**config.mk**
```make
export PLATFORM = sky130hd
export DESIGN_NAME = obmt_match
export DESIGN_NICKNAME = d
export VERILOG_FILES = /design/src/obmt_pkg.sv /design/src/obmt_match.sv
export SDC_FILE = /design/constraint.sdc
export NUM_CORES = 2
export LEC_CHECK = 0
export BUFFER_PORTS_ARGS = -buffer_cell sky130_fd_sc_hd__buf_2
export CORE_MARGIN = 5
export CORE_UTILIZATION = 57
export DETAILED_ROUTE_END_ITERATION = 16
export PLACE_DENSITY = 0.82
export SLEW_MARGIN = 20
export SYNTH_ARGS = -nofsm -noshare
export SYNTH_HDL_FRONTEND = slang
export SYNTH_SLANG_ARGS = --single-unit
```
**constraint.sdc**
```tcl
create_clock -name clk -period 26 [get_ports clk]
set_clock_uncertainty 0.05 [all_clocks]
set_input_delay 5.2 -clock clk [delete_from_list [all_inputs] [get_ports clk]]
set_output_delay 5.2 -clock clk [all_outputs]
set_load 0.05 [all_outputs]
```
**src/obmt_pkg.sv**
```systemverilog
// Shared types and constants for the overlap box merge table.
`timescale 1ns / 1ps
`default_nettype none
package obmt_pkg;

  localparam int CB = 14;      // coordinate bits
  localparam int AW = 2 * CB;  // area and intersection bits
  localparam logic [CB-1:0] CMAX = {CB{1'b1}};

  typedef enum logic [1:0] {
    OP_CLEAR  = 2'd0,
    OP_MERGE  = 2'd1,
    OP_APPEND = 2'd2,
    OP_READ   = 2'd3
  } op_t;

  typedef enum logic [2:0] {
    ST_MERGED   = 3'd0,
    ST_APPENDED = 3'd1,
    ST_EMPTY    = 3'd2,
    ST_FULL     = 3'd3,
    ST_CLEARED  = 3'd4,
    ST_READ_OK  = 3'd5,
    ST_READ_BAD = 3'd6
  } status_t;

  typedef enum logic [2:0] {
    S_IDLE,
    S_READ,
    S_SCAN,
    S_MERGE
  } state_t;

  typedef struct packed {
    logic [CB-1:0] x;
    logic [CB-1:0] y;
    logic [CB-1:0] w;
    logic [CB-1:0] h;
  } box_t;

  typedef struct packed {
    op_t           operation;
    logic [CB-1:0] box_x;
    logic [CB-1:0] box_y;
    logic [CB-1:0] box_width;
    logic [CB-1:0] box_height;
    logic [5:0]    read_index;
  } cmd_t;

  typedef struct packed {
    status_t       status;
    logic [5:0]    entry_index;
    logic [CB-1:0] entry_x;
    logic [CB-1:0] entry_y;
    logic [CB-1:0] entry_width;
    logic [CB-1:0] entry_height;
    logic [6:0]    entry_count;
  } res_t;

endpackage
`default_nettype wire

```
**src/obmt_match.sv**
```systemverilog
// Overlap test pipeline: spans, products, then the two threshold compares.
`timescale 1ns / 1ps
`default_nettype none
module obmt_match
  import obmt_pkg::*;
#(
  parameter int IW = 6
) (
  input  wire logic          clk,
  input  wire logic          rst,
  input  wire logic          flush,
  input  wire logic          in_valid,
  input  wire logic [IW-1:0] in_idx,
  input  wire box_t          in_box,
  input  wire box_t          cand,
  input  wire logic [AW-1:0] cand_area,
  output logic               hit,
  output logic [IW-1:0]      hit_idx,
  output box_t               hit_box,
  output logic               pending
);

  function automatic logic [CB-1:0] span_overlap(input logic [CB-1:0] a0,
      input logic [CB-1:0] al, input logic [CB-1:0] b0, input logic [CB-1:0] bl);
    logic [CB-1:0] lo;
    logic [CB:0]   ea;
    logic [CB:0]   eb;
    logic [CB:0]   hi;
    logic [CB:0]   d;
    lo = (a0 > b0) ? a0 : b0;
    ea = {1'b0, a0} + {1'b0, al};
    eb = {1'b0, b0} + {1'b0, bl};
    hi = (ea < eb) ? ea : eb;
    d  = hi - {1'b0, lo};
    return (hi > {1'b0, lo}) ? d[CB-1:0] : '0;
  endfunction

  logic          s2_valid;
  logic [IW-1:0] s2_idx;
  box_t          s2_box;
  logic [CB-1:0] s2_ox;
  logic [CB-1:0] s2_oy;

  logic          s3_valid;
  logic [IW-1:0] s3_idx;
  box_t          s3_box;
  logic [AW-1:0] s3_inter;
  logic [AW-1:0] s3_area;

  always_ff @(posedge clk) begin
    if (rst || flush) begin
      s2_valid <= 1'b0;
      s3_valid <= 1'b0;
    end else begin
      s2_valid <= in_valid;
      s3_valid <= s2_valid;
    end
  end

  always_ff @(posedge clk) begin
    s2_idx   <= in_idx;
    s2_box   <= in_box;
    s2_ox    <= span_overlap(in_box.x, in_box.w, cand.x, cand.w);
    s2_oy    <= span_overlap(in_box.y, in_box.h, cand.y, cand.h);
    s3_idx   <= s2_idx;
    s3_box   <= s2_box;
    s3_inter <= AW'(s2_ox) * AW'(s2_oy);
    s3_area  <= AW'(s2_box.w) * AW'(s2_box.h);
  end

  logic [AW+2:0] inter5;
  logic [AW:0]   area_sum;
  logic [AW-1:0] area_min;
  logic [AW+4:0] inter20;
  logic [AW+3:0] min9;

  // 5*inter > sum of areas, or 20*inter > 9*smaller area
  always_comb begin
    inter5   = {1'b0, s3_inter, 2'b00} + {3'b000, s3_inter};
    area_sum = {1'b0, s3_area} + {1'b0, cand_area};
    area_min = (s3_area < cand_area) ? s3_area : cand_area;
    inter20  = {1'b0, s3_inter, 4'b0000} + {3'b000, s3_inter, 2'b00};
    min9     = {1'b0, area_min, 3'b000} + {4'b0000, area_min};
    hit      = s3_valid && ((inter5 > (AW+3)'(area_sum)) || (inter20 > {1'b0, min9}));
  end

  assign hit_idx = s3_idx;
  assign hit_box = s3_box;
  assign pending = s2_valid || s3_valid;

endmodule
`default_nettype wire

```
==> metrics <==
result of the run finished clean; cell count of the worst reg-to-reg path 20; GP Congestion around 1.0; met2 WL roughly 35,000 microns; CTS Buf Count 22; synth-to-layout area growth 8.85%; IO buf count 213; DR WL/cell 18.1 microns; WS Path Type input port to output pin; Area after DPL 0.0301 sq mm; Async S/R FF share, synth 0; vias in the first global route 23,900; CTS tree yes; R2R Path End s3_area[27]$_DFF_P_; clk slew on worst S/H paths 0.06 ns; post-CTS sizing 0; vias 23,600; commonest non-fill, non-tap cell in the layout ha_1; Synthesized Nets roughly 4,200; Worst Path Arrival 11.88 ns; H-tree lvl count 1; Max Slew Vio Count 0; Cells after Synth 3,251; unrepaired setup endpoints after global routing false; worst min path class flip-flop to flip-flop; Sink Count 210; Avg Cell Area, Syn approximately 9 sq um; first-pass GRT wire length 122,000 microns; detailed placement HPWL 61,000 microns; Worst-Skew Late Latency 0.54 ns; DIE HEIGHT 233 microns; io pins 214; Nets 4,350; core area 0.0492 sq mm; CTS root buf clkbuf_16; Worst setup SP type input port; Remaining DRCs 0; pin count of the biggest net entering global routing 49; top sig layer met5; Synth Register Bits 210; M1 WL 30,800 microns; Cell variety after synth 80; slowest cell delay on critical path 0.46 ns; routed wire length 74,300 microns; FP Rows approximately 80; R2R Setup Slk 19.19 ns; slowest CP cell fa_1; min setup slack post-route 8.87 ns; RR Startpoint s2_box[21]$_DFF_P_; initial core utilization 0.579; Post-synth EDFFs 0; WL met3 6100 microns; via-per-instance ratio 5.76; DR iter-0 viols approximately 1,300; mapped cell area 0.0285 sq mm; most frequent cells in the layout ha_1, inv_1, nand2_1; Max Freq between 50 and 60 MHz; full die area ~0.055 sq mm; DP Worst Slack around 9.0 ns; GR Overflow Total 0; Critical Path End Type output pin; Fillers about 4,100; postcts setup bufs 0; max-cap viol count 0; Tmin final 17.13 ns; Main synth FF type dfxtp_1; Setup TNS 0 ns; Critical Path End hit; Max Fanout on Critical Path 48; Slew HR 0.398; width of the die 233 microns; period utilization 0.659; part of the Yosys area used for sequential elements 0.148; Final Hold Fails 0; Pre-antenna DRT Iters 6; YS warnings 0; Multi-input gate area 0.0224 sq mm; register area 0.00420 sq mm; Worst Path Required 20.75 ns; GRT Util Overall 0.274; share of post-route cells with drive strength above 1 0.0856; final setup fails 0; DRT antenna net count 0; crit path from cand_area[18]; CTS max path bufs 3; Final Instance Area a little over 0.03 sq mm; worst-margin pin slew between 0.9 and 1 ns; initial antenna violation count 2; hold_buf cts 0
critical path: cells and delay by family:
family | cells | cell delay (ns)
adders and majority gates | 3 | 1.18
and+or+nand+nor | 11 | 1.85
AOI/OAI and AO/OA | 12 | 2.71
buffers and inverters | 5 | 0.90
kinds of logic after synthesis:
family / after synthesis / share of synthesized area
compound gates: 624 / 0.142
fa+ha+maj: 781 / 0.420
simple gates: 919 / 0.155
buf+inv: 495 / 0.0654
xor+xnor: 184 / 0.0566
flops: 210 / 0.148
mux: 38 / 0.0137
final cells by class:
class / count / area share
Antenna cell: 1 / 0.0000808
Inverter: 420 / 0.0509
Multi-Input combinational cell: 2546 / 0.724
Clock buffer: 23 / 0.0186
Tap cell: 664 / 0.0268
Sequential cell: 210 / 0.136
Clock inverter: 17 / 0.00848
Timing Repair Buffer: 219 / 0.0359
Yosys cell counts (all sizes together), types with 17 or more instances:
cell type / instances / share of area
ha: 490 / 0.22
inv: 420 / 0.055
nand2: 365 / 0.048
fa: 291 / 0.20
dfxtp: 210 / 0.15
a21oi: 179 / 0.032
and2: 168 / 0.037
nor2: 164 / 0.022
o21ai: 154 / 0.027
xnor2: 119 / 0.037
a21o: 80 / 0.021
clkbuf: 71 / 0.0094
xor2: 65 / 0.020
nor3: 39 / 0.0069
mux2i: 34 / 0.012
a211oi: 32 / 0.0086
nand3: 31 / 0.0055
nor2b: 31 / 0.0068
o21bai: 31 / 0.0083
nand4: 29 / 0.0064
nand2b: 28 / 0.0062
o21a: 19 / 0.0050
a31oi: 18 / 0.0042
o31ai: 17 / 0.0047
worst min-delay path by stage:
| stage | startpoint | end | slack, ns | cells after the start |
|---|---|---|---|---|
| 2_1_floorplan | s2_box[28]$_DFF_P_ | hit_box[28]$_DFF_P_ | 0.26 | 0 |
| 5_1_grt | s2_box[34]$_DFF_P_ | hit_box[34]$_DFF_P_ | 0.28 | 0 |
| 4_1_cts | s2_box[30]$_DFF_P_ | hit_box[30]$_DFF_P_ | 0.28 | 0 |
| 6_report | s2_box[30]$_DFF_P_ | hit_box[30]$_DFF_P_ | 0.28 | 0 |
| 3_5_place_dp | s2_box[30]$_DFF_P_ | hit_box[30]$_DFF_P_ | 0.26 | 0 |
| 3_3_place_gp | s2_idx[3]$_DFF_P_ | hit_idx[3]$_DFF_P_ | 0.26 | 0 |
metal layers:
layer  vias up  track usage
li1      11200            -
met3       178       0.0485
met5         -            0
met1     11300        0.355
met4         2       0.0960
met2       936        0.462
stage by stage:
step	util	hold slack [ns]	std cells
after floorplan	-	0.260	3251
after global placement	0.613	0.260	4059
after detailed placement	0.613	0.262	4059
after CTS	0.630	0.277	4099
after global routing	0.630	0.282	4100
final	0.630	0.277	4100
flip-flops by register name, indices dropped and copies added (netlist names):
signal    flops
s3_valid      1
s3_area      28
hit_idx       6
s2_valid      1
hit_box      56
s2_ox        14
s2_oy        14
s2_idx        6
s2_box       56
s3_inter     28
Power is left out: the tool's default activity adds up to more than one toggle a clock period on the data nets, which glitch-free logic cannot reach.
